--- src/sv/isrr_pkg.sv ---
// Package for the inverter serial request responder.
// Holds protocol constants, register indexes and the types shared between modules.
// No dependencies.
`default_nettype none

package isrr_pkg;

   // Request framing
   localparam logic [7:0] REQ_HEADER   = 8'h55;
   localparam logic [3:0] REQ_LAST_IDX = 4'd11;
   localparam logic [7:0] SUM_INIT     = 8'hFF;

   // Reply framing
   localparam logic [7:0] RSP_HEADER   = 8'hA6;
   localparam logic [3:0] RSP_LAST_IDX = 4'd14;

   // Fixed reply contents
   localparam logic [7:0] RSP_TEMP_FIELD  = 8'd100;
   localparam logic [7:0] SET_BYTE7       = 8'd48;
   localparam logic [7:0] SET_BYTE8       = 8'd52;
   localparam logic [7:0] SET_BYTE10      = 8'd244;
   localparam logic [7:0] SET_BYTE12      = 8'd90;
   localparam logic [7:0] SET_BYTE13      = 8'd6;
   localparam logic [3:0] MODE_LOW_STATUS = 4'd1;
   localparam logic [3:0] MODE_LOW_SET    = 4'd3;
   localparam logic [15:0] TEMP_BASE      = 16'd200;

   // Request function codes
   localparam logic [7:0] FN_STATUS_A = 8'd0;
   localparam logic [7:0] FN_STATUS_B = 8'd1;
   localparam logic [7:0] FN_SET_A    = 8'd2;
   localparam logic [7:0] FN_SET_B    = 8'd3;

   // Item kinds carried in tuser
   localparam logic KIND_BYTE = 1'b0;
   localparam logic KIND_TICK = 1'b1;

   // Configuration register indexes
   localparam logic [2:0] CSR_TIMEOUT   = 3'd0;
   localparam logic [2:0] CSR_OP_MODE   = 3'd1;
   localparam logic [2:0] CSR_OP_STATUS = 3'd2;
   localparam logic [2:0] CSR_BAT_VOLTS = 3'd3;
   localparam logic [2:0] CSR_BAT_AMPS  = 3'd4;
   localparam logic [2:0] CSR_GRID_VOLTS= 3'd5;
   localparam logic [2:0] CSR_MODEL     = 3'd6;
   localparam logic [2:0] CSR_TYPE      = 3'd7;

   localparam logic [9:0] IDLE_MAX = 10'd1023;

   // Command queue
   localparam int QDEPTH = 4;
   localparam int QPTR_W = 2;

   // Reply register values seen by the back end
   typedef struct packed {
      logic [3:0]  op_mode;
      logic [7:0]  op_status;
      logic [15:0] battery_volts;
      logic [15:0] battery_amps;
      logic [15:0] grid_volts;
      logic [7:0]  model_code;
      logic [7:0]  type_code;
   } reply_cfg_type;

   // One decoded request handed from front to back
   typedef struct packed {
      logic valid;
      logic settings;   // 0: status reply, 1: settings reply
   } req_cmd_type;

endpackage

`default_nettype wire

--- src/sv/isrr_front.sv ---
// Front end: assembles request frames from received words and ticks.
// Checks header, checksum and function code and posts a reply command. Uses isrr_pkg.
`default_nettype none

module isrr_front import isrr_pkg::*; (
   input  wire logic        clock,
   input  wire logic        reset,
   input  wire logic        accept,
   input  wire logic        kind,
   input  wire logic [7:0]  rx_byte,
   input  wire logic [9:0]  timeout_ms,
   output req_cmd_type      cmd
);

   logic [3:0] count_ff, count_in;
   logic [7:0] first_ff, first_in;
   logic [7:0] func_ff, func_in;
   logic [7:0] sum_ff, sum_in;
   logic [9:0] idle_ff, idle_in;
   logic [9:0] idle_inc;
   logic       known_fn;

   assign idle_inc = (idle_ff < IDLE_MAX) ? idle_ff + 10'd1 : idle_ff;
   assign known_fn = (func_ff == FN_STATUS_A) || (func_ff == FN_STATUS_B) ||
                     (func_ff == FN_SET_A) || (func_ff == FN_SET_B);

   always_comb begin
      count_in     = count_ff;
      first_in     = first_ff;
      func_in      = func_ff;
      sum_in       = sum_ff;
      idle_in      = idle_ff;
      cmd.valid    = 1'b0;
      cmd.settings = func_ff[1];
      if (accept) begin
         if (kind == KIND_TICK) begin
            if (idle_inc > timeout_ms) begin
               count_in = 4'd0;
               sum_in   = SUM_INIT;
               idle_in  = 10'd0;
            end else begin
               idle_in = idle_inc;
            end
         end else if (count_ff == 4'd0) begin
            first_in = rx_byte;
            count_in = 4'd1;
            idle_in  = 10'd0;
         end else if (first_ff != REQ_HEADER) begin
            count_in = 4'd0;
            sum_in   = SUM_INIT;
         end else if (count_ff < REQ_LAST_IDX) begin
            if (count_ff == 4'd1) begin
               func_in = rx_byte;
            end
            sum_in   = sum_ff - rx_byte;
            count_in = count_ff + 4'd1;
            idle_in  = 10'd0;
         end else begin
            count_in  = 4'd0;
            sum_in    = SUM_INIT;
            cmd.valid = (sum_ff == rx_byte) && known_fn;
         end
      end
   end

   always_ff @(posedge clock) begin
      if (reset) begin
         count_ff <= 4'd0;
         first_ff <= 8'd0;
         sum_ff   <= SUM_INIT;
         idle_ff  <= 10'd0;
      end else begin
         count_ff <= count_in;
         first_ff <= first_in;
         sum_ff   <= sum_in;
         idle_ff  <= idle_in;
      end
   end

   always_ff @(posedge clock) begin
      func_ff <= func_in;
   end

endmodule

`default_nettype wire

--- src/sv/isrr_queue.sv ---
// Short command queue between the frame parser and the reply sequencer.
// Uses isrr_pkg for its depth.
`default_nettype none

module isrr_queue import isrr_pkg::*; (
   input  wire logic clock,
   input  wire logic reset,
   input  wire logic push,
   input  wire logic push_settings,
   input  wire logic pop,
   output logic      pop_settings,
   output logic      empty,
   output logic      full
);

   logic [QPTR_W-1:0] wr_ptr_ff, rd_ptr_ff;
   logic [QPTR_W:0]   level_ff, level_in;
   logic              slot_ff [QDEPTH];

   assign empty        = (level_ff == '0);
   assign full         = (level_ff == (QPTR_W+1)'(QDEPTH));
   assign pop_settings = slot_ff[rd_ptr_ff];

   always_comb begin
      level_in = level_ff;
      if (push && !pop) begin
         level_in = level_ff + 1'b1;
      end else if (pop && !push) begin
         level_in = level_ff - 1'b1;
      end
   end

   always_ff @(posedge clock) begin
      if (reset) begin
         wr_ptr_ff <= '0;
         rd_ptr_ff <= '0;
         level_ff  <= '0;
      end else begin
         if (push) begin
            wr_ptr_ff <= wr_ptr_ff + 1'b1;
         end
         if (pop) begin
            rd_ptr_ff <= rd_ptr_ff + 1'b1;
         end
         level_ff <= level_in;
      end
   end

   always_ff @(posedge clock) begin
      if (push) begin
         slot_ff[wr_ptr_ff] <= push_settings;
      end
   end

   a_no_overflow: assert property (@(posedge clock) disable iff (reset) !(push && full && !pop))
      else $error("command queue overflow");
   a_no_underflow: assert property (@(posedge clock) disable iff (reset) !(pop && empty))
      else $error("command queue underflow");
   a_ptr_level: assert property (@(posedge clock) disable iff (reset)
      (level_ff == '0) |-> (wr_ptr_ff == rd_ptr_ff))
      else $error("empty queue with unequal pointers");

endmodule

`default_nettype wire

--- src/sv/isrr_back.sv ---
// Back end: sequences the fifteen reply words and computes the reply checksum.
// Owns the temperature cycle and the output register. Uses isrr_pkg.
`default_nettype none

module isrr_back import isrr_pkg::*; #(
   parameter int TEMP_STEPS = 80
) (
   input  wire logic          clock,
   input  wire logic          reset,
   input  wire reply_cfg_type cfg,
   input  wire logic          q_empty,
   input  wire logic          q_settings,
   output logic               q_pop,
   output logic               rsp_tvalid,
   input  wire logic          rsp_tready,
   output logic [7:0]         rsp_tdata,
   output logic               rsp_tlast
);

   localparam int TSW = $clog2(TEMP_STEPS + 1);

   typedef enum logic [1:0] {
      ST_IDLE = 2'b01,
      ST_SEND = 2'b10
   } back_state_type;

   back_state_type state_ff, state_in;
   logic [3:0]     idx_ff, idx_in;
   logic           settings_ff, settings_in;
   logic [7:0]     sum_ff, sum_in;
   logic [TSW-1:0] step_ff, step_in;
   logic           valid_ff, valid_in;
   logic [7:0]     data_ff;
   logic           last_ff;
   logic           load;
   logic [7:0]     cur_byte;
   logic [15:0]    temp;

   // step*10 + 200 as two shifted adds
   assign temp = {{(13-TSW){1'b0}}, step_ff, 3'b000} +
                 {{(15-TSW){1'b0}}, step_ff, 1'b0} + TEMP_BASE;

   assign load  = (state_ff == ST_SEND) && (!valid_ff || rsp_tready);
   assign q_pop = (state_ff == ST_IDLE) && !q_empty;

   always_comb begin
      case (idx_ff)
         4'd0:    cur_byte = RSP_HEADER;
         4'd3:    cur_byte = {cfg.op_mode, settings_ff ? MODE_LOW_SET : MODE_LOW_STATUS};
         4'd4:    cur_byte = cfg.op_status;
         4'd5:    cur_byte = settings_ff ? cfg.model_code : cfg.battery_volts[15:8];
         4'd6:    cur_byte = settings_ff ? cfg.type_code  : cfg.battery_volts[7:0];
         4'd7:    cur_byte = settings_ff ? SET_BYTE7      : cfg.battery_amps[15:8];
         4'd8:    cur_byte = settings_ff ? SET_BYTE8      : cfg.battery_amps[7:0];
         4'd9:    cur_byte = settings_ff ? 8'd0           : cfg.grid_volts[15:8];
         4'd10:   cur_byte = settings_ff ? SET_BYTE10     : cfg.grid_volts[7:0];
         4'd11:   cur_byte = RSP_TEMP_FIELD;
         4'd12:   cur_byte = settings_ff ? SET_BYTE12     : temp[15:8];
         4'd13:   cur_byte = settings_ff ? SET_BYTE13     : temp[7:0];
         4'd14:   cur_byte = sum_ff;
         default: cur_byte = 8'd0;
      endcase
   end

   always_comb begin
      state_in    = state_ff;
      idx_in      = idx_ff;
      settings_in = settings_ff;
      sum_in      = sum_ff;
      step_in     = step_ff;
      valid_in    = valid_ff && !rsp_tready;
      unique case (state_ff)
         ST_IDLE: begin
            if (!q_empty) begin
               settings_in = q_settings;
               idx_in      = 4'd0;
               state_in    = ST_SEND;
            end
         end
         ST_SEND: begin
            if (load) begin
               valid_in = 1'b1;
               if (idx_ff == 4'd0) begin
                  sum_in = SUM_INIT;
               end else begin
                  sum_in = sum_ff - cur_byte;
               end
               idx_in = idx_ff + 4'd1;
               if (idx_ff == RSP_LAST_IDX) begin
                  state_in = ST_IDLE;
                  if (!settings_ff) begin
                     step_in = (step_ff == TSW'(TEMP_STEPS - 1)) ? '0 : step_ff + 1'b1;
                  end
               end
            end
         end
         default: state_in = ST_IDLE;
      endcase
   end

   always_ff @(posedge clock) begin
      if (reset) begin
         state_ff <= ST_IDLE;
         step_ff  <= '0;
         valid_ff <= 1'b0;
      end else begin
         state_ff <= state_in;
         step_ff  <= step_in;
         valid_ff <= valid_in;
      end
   end

   always_ff @(posedge clock) begin
      idx_ff      <= idx_in;
      settings_ff <= settings_in;
      sum_ff      <= sum_in;
      if (load) begin
         data_ff <= cur_byte;
         last_ff <= (idx_ff == RSP_LAST_IDX);
      end
   end

   assign rsp_tvalid = valid_ff;
   assign rsp_tdata  = data_ff;
   assign rsp_tlast  = last_ff;

   a_last_ends_reply: assert property (@(posedge clock) disable iff (reset)
      (load && idx_ff == RSP_LAST_IDX) |=> (state_ff == ST_IDLE))
      else $error("reply did not end after its checksum word");
   a_pop_only_idle: assert property (@(posedge clock) disable iff (reset)
      q_pop |=> (state_ff == ST_SEND && idx_ff == 4'd0))
      else $error("popped command did not start a reply");
   a_idx_range: assert property (@(posedge clock) disable iff (reset)
      (state_ff == ST_SEND) |-> (idx_ff <= RSP_LAST_IDX))
      else $error("reply word index out of range");

endmodule

`default_nettype wire

--- src/sv/inverter_serial_request_responder.sv ---
// Top level of the inverter serial request responder.
// Holds the configuration registers and joins front end, command queue and back end.
// Depends on isrr_pkg, isrr_front, isrr_queue and isrr_back.
`default_nettype none

// The block takes one input word per clock cycle, a received serial byte or a
// one millisecond tick, and is ready whenever its four-entry command queue has
// room; a stalled reply only holds req_tready low once four complete requests
// are waiting behind it. With the back end idle, the twelfth byte of an answerable
// request posts a command to the queue; the back end pops it, enters its send state
// and loads the first reply word into its output register. It then issues one
// reply word per cycle while rsp_tready stays high, fifteen words per reply,
// and returns to idle between replies to take the next command, so the reply
// channel sets the sustained rate of answered requests. Configuration writes
// are accepted every cycle and should only be made while no reply is pending.

module inverter_serial_request_responder import isrr_pkg::*; #(
   parameter int TEMP_STEPS = 80
) (
   input  wire logic        clock,
   input  wire logic        reset,
   // Request stream
   input  wire logic        req_tvalid,
   output logic             req_tready,
   input  wire logic [7:0]  req_tdata,   // [7:0] rx_byte
   input  wire logic        req_tuser,   // [0] func: 0 received byte, 1 tick
   // Reply stream
   output logic             rsp_tvalid,
   input  wire logic        rsp_tready,
   output logic [7:0]       rsp_tdata,   // [7:0] tx_byte
   output logic             rsp_tlast,
   // Configuration writes
   input  wire logic        csr_valid,
   output logic             csr_ready,
   input  wire logic [2:0]  csr_index,
   input  wire logic [15:0] csr_data
);

   logic [9:0]    timeout_ff;
   reply_cfg_type cfg_ff;
   req_cmd_type   cmd;
   logic          q_pop, q_settings, q_empty, q_full;
   logic          accept;

   // Registers are always writable.
   assign csr_ready  = 1'b1;
   assign req_tready = !q_full;
   assign accept     = req_tvalid && req_tready;

   always_ff @(posedge clock) begin
      if (reset) begin
         timeout_ff           <= 10'd50;
         cfg_ff.op_mode       <= 4'd9;
         cfg_ff.op_status     <= 8'd0;
         cfg_ff.battery_volts <= 16'd535;
         cfg_ff.battery_amps  <= 16'd100;
         cfg_ff.grid_volts    <= 16'd250;
         cfg_ff.model_code    <= 8'd212;
         cfg_ff.type_code     <= 8'd48;
      end else if (csr_valid) begin
         unique case (csr_index)
            CSR_TIMEOUT:    timeout_ff           <= csr_data[9:0];
            CSR_OP_MODE:    cfg_ff.op_mode       <= csr_data[3:0];
            CSR_OP_STATUS:  cfg_ff.op_status     <= csr_data[7:0];
            CSR_BAT_VOLTS:  cfg_ff.battery_volts <= csr_data;
            CSR_BAT_AMPS:   cfg_ff.battery_amps  <= csr_data;
            CSR_GRID_VOLTS: cfg_ff.grid_volts    <= csr_data;
            CSR_MODEL:      cfg_ff.model_code    <= csr_data[7:0];
            CSR_TYPE:       cfg_ff.type_code     <= csr_data[7:0];
            default:        timeout_ff           <= timeout_ff;
         endcase
      end
   end

   // Parser: one word per cycle while the queue has room; posts answerable requests.
   isrr_front u_front (
      .clock      (clock),
      .reset      (reset),
      .accept     (accept),
      .kind       (req_tuser),
      .rx_byte    (req_tdata),
      .timeout_ms (timeout_ff),
      .cmd        (cmd)
   );

   // Decouples parsing from the reply stream.
   isrr_queue u_queue (
      .clock         (clock),
      .reset         (reset),
      .push          (cmd.valid),
      .push_settings (cmd.settings),
      .pop           (q_pop),
      .pop_settings  (q_settings),
      .empty         (q_empty),
      .full          (q_full)
   );

   // Reply sequencer with its own output register.
   isrr_back #(
      .TEMP_STEPS (TEMP_STEPS)
   ) u_back (
      .clock      (clock),
      .reset      (reset),
      .cfg        (cfg_ff),
      .q_empty    (q_empty),
      .q_settings (q_settings),
      .q_pop      (q_pop),
      .rsp_tvalid (rsp_tvalid),
      .rsp_tready (rsp_tready),
      .rsp_tdata  (rsp_tdata),
      .rsp_tlast  (rsp_tlast)
   );

endmodule

`default_nettype wire

--- config.mk ---
export PLATFORM = sky130hd
export DESIGN_NAME = inverter_serial_request_responder
export DESIGN_NICKNAME = d
export VERILOG_FILES = /design/src/sv/isrr_pkg.sv /design/src/sv/isrr_front.sv /design/src/sv/isrr_queue.sv /design/src/sv/isrr_back.sv /design/src/sv/inverter_serial_request_responder.sv
export SDC_FILE = /design/constraint.sdc
export NUM_CORES = 1
export LEC_CHECK = 0
export BUFFER_PORTS_ARGS = -buffer_cell sky130_fd_sc_hd__buf_2
export CAP_MARGIN = 20
export CORE_ASPECT_RATIO = 0.8
export CORE_MARGIN = 5
export CORE_UTILIZATION = 42
export DETAILED_ROUTE_END_ITERATION = 10
export PLACE_DENSITY = 0.62
export SLEW_MARGIN = 0
export SYNTH_ARGS = -nofsm -noshare
export SYNTH_HDL_FRONTEND = slang
export SYNTH_SLANG_ARGS = --single-unit
--- constraint.sdc ---
create_clock -name clock -period 4.8 [get_ports clock]
set_clock_uncertainty 0.15 [all_clocks]
set_input_delay 0.96 -clock clock [delete_from_list [all_inputs] [get_ports clock]]
set_output_delay 0.96 -clock clock [all_outputs]
set_load 0.005 [all_outputs]
==> results of run 1 <==
-- path summary, 6_finish.rpt --
check / cells past startpoint / slack, ns / to
setup / recovery: 17 / 0.47 / u_back.sum_ff[6]
hold / removal: 2 / 0.30 / timeout_ff[2]
setup reg to reg: 17 / 0.47 / u_back.sum_ff[6]
hold reg to reg: 2 / 0.30 / timeout_ff[2]
-- sequential cells by signal, indices dropped and copies added, names as in the netlist --
register,count
u_front.func_ff,7
u_back.idx_ff,4
u_back.settings_ff,1
u_queue.slot_ff,4
u_back.step_ff,7
u_back.rsp_tdata,8
u_front.sum_ff,8
u_queue.rd_ptr_ff,2
timeout_ff,10
u_queue.level_ff,3
cfg_ff,76
u_back.rsp_tlast,1
u_back.sum_ff,8
u_front.count_ff,4
u_queue.wr_ptr_ff,2
u_front.idle_ff,10
u_back.rsp_tvalid,1
u_front.first_ff,8
u_back.state_ff,2
-- worst reg2reg max path, stage by stage, from the launching register on --
cell	delay (ns)
dfxtp_1	0.37
ha_1	0.26
fa_1	0.41
a21o_1	0.19
a21oi_1	0.23
xnor2_1	0.15
nor3_1	0.31
xnor2_1	0.11
o31ai_1	0.34
ha_1	0.22
inv_1	0.06
fa_1	0.40
a21o_1	0.17
a21oi_1	0.22
o21bai_1	0.11
a21oi_1	0.18
xor2_1	0.17
nand2_1	0.07
-- metal layers --
metal / share of wire / vias to the layer above / global-route usage / wire (µm)
li1: - / 3590 / - / -
met1: 0.51 / 3286 / 0.2991 / 11500
met2: 0.41 / 231 / 0.2621 / 9214
met3: 0.066 / 32 / 0.04303 / 1489
met4: 0.018 / 0 / 0.05877 / 404
met5: 0 / - / 0 / 0
-- logic make-up (layout without fill, tap and decap cells) --
family | count (synthesis) | after routing | share of synthesized area
AO/OA/AOI/OAI | 218 | 218 | 0.1637
XOR/XNOR | 36 | 36 | 0.03781
adder cells (fa/ha/maj) | 50 | 50 | 0.07533
buffers and inverters | 101 | 139 | 0.04830
flip-flops | 166 | 166 | 0.4198
multiplexers | 35 | 35 | 0.04227
other | 1 | 1 | 0.0004309
AND/OR/NAND/NOR | 402 | 402 | 0.2123
-- power by group --
group          internal (W)  total [W]  leakage (nW)  switching, W
combinational      0.000619    0.00150          2.18      0.000884
sequential          0.00159    0.00168          1.38     0.0000952
clock              0.000778    0.00143         0.306      0.000654
-- synth_stat cells, drive strengths merged (12+ instances only) --
cell type / number / area [µm²]
a21oi: 90 / 450.4
nand3: 27 / 135.1
nand2: 203 / 762.0
nor2b: 12 / 75.07
nor3: 22 / 110.1
o21ai: 21 / 105.1
xor2: 18 / 157.7
and2: 17 / 106.4
xnor2: 17 / 148.9
ha: 46 / 575.6
mux2i: 30 / 300.3
dfxtp: 133 / 2663
clkbuf: 41 / 153.9
a31oi: 12 / 75.07
inv: 44 / 165.2
a21o: 12 / 90.09
edfxtp: 33 / 991.0
nor2: 64 / 240.2
buf: 15 / 97.59
-- stage by stage --
stage / std cells / instance area, µm² / power [W]
6_report: 1316 / 9787 / 0.004619
5_1_grt: 1316 / 9787 / 0.004876
4_1_cts: 1315 / 9779 / 0.004628
3_5_place_dp: 1283 / 9150 / 0.003192
3_3_place_gp: 1282 / 9139 / 0.003178
2_1_floorplan: 1009 / 8703 / 0.002787
-- layout by cell type (no fill, tap or decap), types with 21 or more instances in the layout --
master	count
edfxtp_1	33
mux2i_1	30
nand2_1	203
a21oi_1	90
inv_1	44
ha_1	46
o21ai_0	21
nor3_1	21
nor2_1	64
dfxtp_1	133
buf_2	42
nand3_1	27
-- area by class of cell --
class	count	area, µm²	area share
multi-input cells	742	4634	0.4735
clock buffers	18	450.4	0.04602
inverters	45	168.9	0.01726
flip-flops and latches	166	3654	0.3733
clock inverters	14	178.9	0.01828
well taps	269	336.6	0.03439
repair buffers	62	364.1	0.03720
==> flow_summary_export.csv, run 1 <==
group,metric,value,unit
worst_setup_path,crit_path_end_kind,"flip-flop",
sta,fmax,230.8,MHz
finish,area_growth_syn_to_layout,12.45,%
cts,cts.sinks,166,
worst_setup_path,cp-start-kind,"flip-flop",
routing,final_antenna_net_count,0,
worst_setup_path,crit_path_frequent_cell,"a21oi_1",
sta,maxSlewHeadroom,0.2293,
worst_setup_path,path_class,"flip-flop to flip-flop",
grt,grt_pass1_vias,6721,
logic_synthesis,netlist_instances,1009,
routing,routedWlPerCell,17.18,µm
routing,drc,0,
grt,grt-ovfl-total,0,
worst_setup_path,path_max_fanout,5,
die,io_pins,45,
routing,drtIter0Drc,666,
finish,num_antenna_cells,0,
logic_synthesis,synth-seq-cells,166,
outcome,status,"complete, no violations",
cts,clockBufferDepth,2,
routing,num_vias,7139,
routing,drt_wl_total,22.61,mm
cts,cts_resized,0,
sta,worstMarginPinSlew,1.152,ns
sta,fin_crit,4.333,ns
sta,min_period_over_period,0.9027,
worst_setup_path,crit_path_top_delay_cell,"fa_1",
worst_setup_path,startpoint,"u_back.step_ff[0]",
flow_run,cap_violations,0,
sta,finalSetupViolations,0,
logic_synthesis,synth_edf_count,33,
cts,cts_hold_buf,0,
logic_synthesis,yosys_warnings,0,
worst_hold_path,hold_path_class,"flip-flop to flip-flop",
worst_setup_path,cp.required,4.84,ns
die,num_rows,47,
place,gp_congestion,0.9079,
place,hpwl,15.74,mm
sta,slew_viol_final,0,
die,die-area,23720,µm²
die,initial_core_util,0.4241,
worst_setup_path,cp_num_buf_inv,1,
logic_synthesis,ys_async_sr_fraction,0,
die,core,20520,µm²
grt,antenna_found_initial,0,
logic_synthesis,syn_avg_cell_area,8.626,µm²
finish,drive_gt1_frac,0.1060,
cts,htree_num_levels,4,
worst_setup_path,max_stage_delay,0.41,ns
sta,whs,0.3046,ns
logic_synthesis,synth_area,8703,µm²
cts,cts_tree,"built",
finish,final_util,0.4769,
logic_synthesis,syn_nets,1092,
cts,clk_latency,0.44,ns
logic_synthesis,ys_seq_area_frac,0.4198,
die,die_x,170.9,µm
cts,path_clk_slew,0.08,ns
power_and_ir_drop,pwr_density_cell,472.0,nW/µm²
place,port_buffers,43,
grt,grt_pass1_wl,36.62,mm
die,chipHeight,138.8,µm
worst_setup_path,cp_top_family,"compound AO/OA/AOI/OAI gates",
cts,post_cts_buffers,0,
power_and_ir_drop,p_leak,3.866,nW
sta,rsz0062_at_grt,"false",
finish,nFillCells,1945,
worst_setup_path,crit_chain,"ha_1 -> fa_1 -> a21o_1 -> a21oi_1 -> xnor2_1 -> nor3_1 -> xnor2_1 -> o31ai_1 -> ha_1 -> inv_1 -> fa_1 -> a21o_1 -> a21oi_1 -> o21bai_1 -> a21oi_1 -> xor2_1 -> nand2_1",
routing,vias_per_cell,5.425,
worst_setup_path,critPathArrivalTime,4.38,ns
cts,root_buffer,"clkbuf_16",
grt,grt_max_degree,74,
logic_synthesis,synth_cell_type_count,73,
worst_setup_path,r2r_start,"u_back.step_ff[0]",
routing,dr.pass1.iters,5,
sta,final_hold_viol_count,0,
finish,fin_nets,1117,
power_and_ir_drop,peakVddDrop,0.0002444,V
sta,setup_slack,0.4671,ns
sta,tns,0,ns
worst_hold_path,hp-start,"timeout_ff[2]",
place,pre_cts_slack,0.5391,ns
grt,track_usage,0.1921,
cts,cts_buffers,17,
logic_synthesis,synth-main-ff-cell,"dfxtp_1",
Power figures use the tool's default switching activity.
==> inputs of run 2 (changes only) <==
--- a/config.mk
+++ b/config.mk
@@ -12,6 +12,7 @@
 export CORE_UTILIZATION = 42
 export DETAILED_ROUTE_END_ITERATION = 10
 export PLACE_DENSITY = 0.62
+export REMOVE_ABC_BUFFERS = 1
 export SLEW_MARGIN = 0
 export SYNTH_ARGS = -nofsm -noshare
 export SYNTH_HDL_FRONTEND = slang
==> flow_summary_export.csv, run 2 (synthesis results as in run 1) <==
group,metric,value,unit
outcome,status,"complete, no violations",
sta,rsz0062_at_grt,"false",
grt,grt_max_degree,55,
die,io_pins,45,
die,num_rows,47,
worst_setup_path,cp_top_family,"compound AO/OA/AOI/OAI gates",
grt,grt_busiest_layer,"met1",
finish,top_regs,"cfg_ff (76), timeout_ff (10), u_front.idle_ff (10)",
worst_setup_path,max_stage_delay,0.50,ns
finish,fin_nets,1115,
sta,slew_viol_final,0,
routing,drtIter0Drc,644,
finish,fin_cells,1314,
worst_setup_path,path_max_fanout,5,
finish,final_util,0.4736,
finish,final_common_cell,"nand2_1",
sta,final_hold_viol_count,0,
grt,gr-usage-met3,0.04018,
sta,fmax,233.5,MHz
worst_hold_path,hold_path_class,"flip-flop to flip-flop",
worst_setup_path,r2r_cells,16,
flow_run,cap_violations,0,
grt,gr-usage-met1,0.2895,
worst_setup_path,crit_chain,"ha_1 -> fa_1 -> a21o_1 -> a21oi_1 -> xnor2_1 -> nor3_1 -> or4_1 -> a41o_1 -> and2_1 -> ha_1 -> a21o_1 -> a21oi_1 -> o21bai_1 -> a21oi_1 -> xor2_1 -> nand2_1",
finish,nFillCells,1992,
power_and_ir_drop,peakVddDrop,0.0003334,V
worst_setup_path,cp_num_buf_inv,0,
routing,drt_wl_total,22.54,mm
die,core,20520,µm²
cts,cts_buffers,17,
cts,clockBufferDepth,2,
worst_setup_path,path_class,"flip-flop to flip-flop",
finish,regMostFlops,"cfg_ff",
finish,drive_gt1_frac,0.1043,
grt,grt_pass1_vias,6823,
power_and_ir_drop,pwr_density_cell,467.8,nW/µm²
routing,final_antenna_net_count,0,
die,initial_core_util,0.4241,
cts,cts_tree,"built",
worst_setup_path,crit_path_top_delay_cell,"or4_1",
cts,clk_latency,0.43,ns
cts,cts.sinks,166,
place,place_inst,1282,
finish,num_antenna_cells,0,
grt,grt_pass1_wl,36.40,mm
cts,path_clk_slew,0.07,ns
place,gp_congestion,0.8304,
sta,min_period_over_period,0.8921,
die,chipHeight,138.8,µm
place,hpwl,16.01,mm
die,die_x,170.9,µm
cts,root_buffer,"clkbuf_16",
worst_setup_path,cp-start-kind,"flip-flop",
routing,dr.pass1.iters,8,
cts,cts_resized,0,
routing,num_vias,7254,
routing,drc,0,
cts,htree_num_levels,4,
worst_hold_path,whs_path_depth,2,
cts,cts_hold_buf,0,
die,die-area,23720,µm²
worst_setup_path,cp.required,4.84,ns
grt,grt-ovfl-total,0,
sta,maxSlewHeadroom,0.2627,
routing,vias_per_cell,5.521,
cts,post_cts_buffers,0,
sta,fin_crit,4.282,ns
routing,routedWlPerCell,17.15,µm
sta,tns,0,ns
worst_setup_path,crit_path_end_kind,"flip-flop",
finish,largest_reg_flops,76,
worst_setup_path,critPathArrivalTime,4.32,ns
finish,area_growth_syn_to_layout,11.67,%
worst_setup_path,crit_path_frequent_cell,"a21oi_1",
finish,layout_common_cells,"203 x nand2_1, 133 x dfxtp_1, 90 x a21oi_1, 64 x nor2_1, 46 x ha_1",
place,port_buffers,43,
grt,grt_util_met2,0.2718,
grt,antenna_found_initial,0,
sta,worstMarginPinSlew,1.102,ns
grt,track_usage,0.1892,
power_and_ir_drop,p_leak,3.837,nW
sta,finalSetupViolations,0,
worst_setup_path,crit_cells,16,
[run 2: cell types whose count changed in the layout (fill, tap and decap cells not counted)]
cell	delta
buf_4	-1
bufinv_16	-1
clkbuf_4	-1
clkinv_2	+2
clkinv_4	-3
clkinv_8	-4
clkinvlp_4	+1
inv_6	+2
inv_8	+3
[run 2: worst paths after layout]
check | start | slack, ns | endpoint
hold reg to reg | cfg_ff[28] | 0.31 | cfg_ff[28]
setup reg to reg | u_back.step_ff[0] | 0.52 | u_back.sum_ff[6]
hold / removal | cfg_ff[28] | 0.31 | cfg_ff[28]
setup / recovery | u_back.step_ff[0] | 0.52 | u_back.sum_ff[6]
[run 2: report_power, final]
part	leakage (nW)	total, W	internal, W	switching (W)
sequential	1.38	0.00168	0.00159	0.0000901
combinational	2.17	0.00151	0.000619	0.000889
clock	0.287	0.00136	0.000719	0.000641
[run 2: per-stage QoR]
stage / cell area (µm²) / worst slack (ns) / hold WS, ns / power [W]
2_1_floorplan: 8452 / 0.8133 / 0.2757 / 0.002719
3_3_place_gp: 9131 / 0.6111 / 0.2912 / 0.003183
3_5_place_dp: 9143 / 0.5065 / 0.2963 / 0.003185
4_1_cts: 9719 / 0.5021 / 0.3062 / 0.004551
5_1_grt: 9719 / 0.2456 / 0.3190 / 0.004807
6_report: 9719 / 0.5181 / 0.3059 / 0.004547
[run 2: routing by layer]
metal | share of wire | vias up
met5 | 0 | -
met4 | 0.013 | 0
met3 | 0.076 | 30
met2 | 0.42 | 248
met1 | 0.49 | 3397
li1 | - | 3579
[run 2: cell type report]
cell class / count / area, µm² / share of cell area
sequential: 166 / 3654 / 0.3759
multi-input combinational: 742 / 4634 / 0.4768
clock inverter: 14 / 126.4 / 0.01300
clock buffer: 18 / 450.4 / 0.04634
tap: 269 / 336.6 / 0.03463
timing repair buffer: 60 / 349.1 / 0.03592
inverter: 45 / 168.9 / 0.01738
[run 2: worst min-delay path, cell delays in order, from the launching register on]
cell     delay (ns)
dfxtp_1        0.31
nand2_1        0.05
a21oi_1        0.05
==> inputs of run 3 (changes only) <==
--- a/config.mk
+++ b/config.mk
@@ -7,7 +7,6 @@
 export LEC_CHECK = 0
 export BUFFER_PORTS_ARGS = -buffer_cell sky130_fd_sc_hd__buf_2
 export CAP_MARGIN = 20
-export CORE_ASPECT_RATIO = 0.8
 export CORE_MARGIN = 5
 export CORE_UTILIZATION = 42
 export DETAILED_ROUTE_END_ITERATION = 10
==> constraint.sdc (replaced) <==
create_clock -name clock -period 4.8 [get_ports clock]
set_clock_uncertainty 0.15 [all_clocks]
set_input_delay 0.96 -clock clock [delete_from_list [all_inputs] [get_ports clock]]
set_output_delay 0.96 -clock clock [all_outputs]
set_load 0.02 [all_outputs]
==> flow_summary_export.csv, run 3 (synthesis results as in run 1) <==
group,metric,value,unit
power_and_ir_drop,combinationalPowerShare,0.328,
place,hpwl,15.61,mm
power_and_ir_drop,intPower,0.003018,W
routing,drt_wl_total,22.17,mm
cts,root_buffer,"clkbuf_16",
worst_setup_path,crit_chain,"ha_1 -> fa_1 -> a21o_1 -> a21oi_1 -> xnor2_1 -> nor3_1 -> or4_1 -> a41o_1 -> and2_1 -> ha_1 -> a21o_1 -> a21oi_1 -> o21bai_1 -> a21oi_1 -> xor2_1 -> nand2_1",
grt,grt_pass1_vias,6783,
worst_setup_path,max_stage_delay,0.48,ns
sta,maxSlewHeadroom,0.2632,
die,chipHeight,154.0,µm
sta,final_hold_viol_count,0,
finish,num_antenna_cells,0,
sta,fmax,233.1,MHz
finish,regMostFlops,"cfg_ff",
worst_hold_path,hold_path_class,"flip-flop to flip-flop",
routing,vias_per_cell,5.468,
routing,routedWlPerCell,16.86,µm
sta,rsz0062_at_grt,"false",
outcome,status,"complete, no violations",
sta,tns,0,ns
sta,worstMarginPinSlew,1.101,ns
power_and_ir_drop,p_clk_frac,0.307,
finish,top_regs,"cfg_ff (76), timeout_ff (10), u_front.idle_ff (10)",
grt,antenna_found_initial,1,
sta,min_period_over_period,0.8938,
cts,cts.sinks,166,
power_and_ir_drop,pwr_density_cell,469.0,nW/µm²
sta,finalSetupViolations,0,
die,num_rows,52,
place,gp_congestion,0.8883,
finish,largest_reg_flops,76,
worst_setup_path,crit_path_top_delay_cell,"or4_1",
power_and_ir_drop,switching_share,0.3402,
power_and_ir_drop,p_leak,3.846,nW
place,pre_cts_slack,0.5943,ns
grt,track_usage,0.1855,
cts,cts_hold_buf,0,
cts,clk_latency,0.43,ns
routing,final_antenna_net_count,0,
cts,path_clk_slew,0.07,ns
worst_setup_path,path_max_fanout,5,
finish,drive_gt1_frac,0.1033,
power_and_ir_drop,peakVddDrop,0.0002373,V
die,core,20300,µm²
worst_setup_path,crit_path_end_kind,"flip-flop",
worst_setup_path,critPathArrivalTime,4.33,ns
worst_setup_path,cp-start-kind,"flip-flop",
place,port_buffers,43,
routing,num_vias,7191,
finish,postLayoutCellArea,9753,µm²
sta,whs,0.3022,ns
routing,dr.pass1.iters,5,
routing,drtIter0Drc,434,
finish,fin_nets,1115,
flow_run,cap_violations,0,
finish,final_common_cell,"nand2_1",
cts,cts_tree,"built",
die,io_pins,45,
power_and_ir_drop,switchingPower,0.001556,W
cts,htree_num_levels,4,
finish,layout_common_cells,"203 x nand2_1, 133 x dfxtp_1, 90 x a21oi_1, 64 x nor2_1, 46 x ha_1",
cts,cts_buffers,17,
worst_setup_path,r2r_setup_slack,0.51,ns
cts,post_cts_buffers,0,
finish,area_growth_syn_to_layout,12.06,%
place,dpl_cell_area,9140,µm²
cts,cts_resized,0,
worst_setup_path,crit_path_frequent_cell,"a21oi_1",
grt,grt-ovfl-total,0,
sta,setup_slack,0.5099,ns
cts,clockBufferDepth,2,
grt,grt_pass1_wl,35.82,mm
power_and_ir_drop,seq_power_share,0.366,
sta,slew_viol_final,0,
worst_setup_path,cp.required,4.84,ns
worst_setup_path,path_class,"flip-flop to flip-flop",
die,die_x,154.0,µm
routing,drc,0,
die,initial_core_util,0.4287,
grt,grt_max_degree,67,
sta,fin_crit,4.290,ns
die,die-area,23700,µm²
run 3: cell types whose count changed in the layout (fill, tap and decap cells not counted), sizes merged:
cell and change:
bufinv +1, clkbuf +4, inv -7, clkinv +1, clkinvlp +1
run 3: path summary, 6_finish.rpt:
kind | start | endpoint | cells after the start
setup / recovery | u_back.step_ff[0] | u_back.sum_ff[6] | 16
hold / removal | u_front.first_ff[1] | u_front.first_ff[1] | 2
setup reg to reg | u_back.step_ff[0] | u_back.sum_ff[6] | 16
hold reg to reg | u_front.first_ff[1] | u_front.first_ff[1] | 2
run 3: layout make-up:
type,instances,area [µm²]
Fill cell,2017,10550
Clock buffer,22,506.7
Clock inverter,10,106.4
Timing Repair Buffer,60,345.3
Tap cell,270,337.8
Inverter,45,168.9
Multi-Input combinational cell,742,4634
Sequential cell,166,3654
run 3: metal layers:
metal  global-route usage  share of wire
met3              0.03401          0.049
met1               0.2438           0.45
met4              0.05887          0.020
met2               0.3097           0.48
met5                    0        0.00050
run 3: worst max-delay path, delay by kind of cell, from the launching register on:
family,cells,cell delay [ns]
xor+xnor,2,0.37
simple gates,4,0.81
fa+ha+maj,3,1.00
compound gates,7,1.35
flops,1,0.36
run 3: power by group through the flow:
stage               Clock (W)  Combinational (W)  Sequential (W)
floorplan                   0           0.000998         0.00173
global placement            0            0.00148         0.00170
detailed placement          0            0.00149         0.00170
CTS                   0.00143            0.00150         0.00167
global route          0.00148            0.00168         0.00168
finish                0.00140            0.00150         0.00167
run 3: metrics by stage:
step                  util  cells  power [W]
floorplan                -    953   0.002732
detailed placement  0.4503   1283   0.003193
global route        0.4805   1315   0.004842
CTS                 0.4805   1315   0.004602
finish              0.4805   1315   0.004574
global placement    0.4503   1283   0.003179
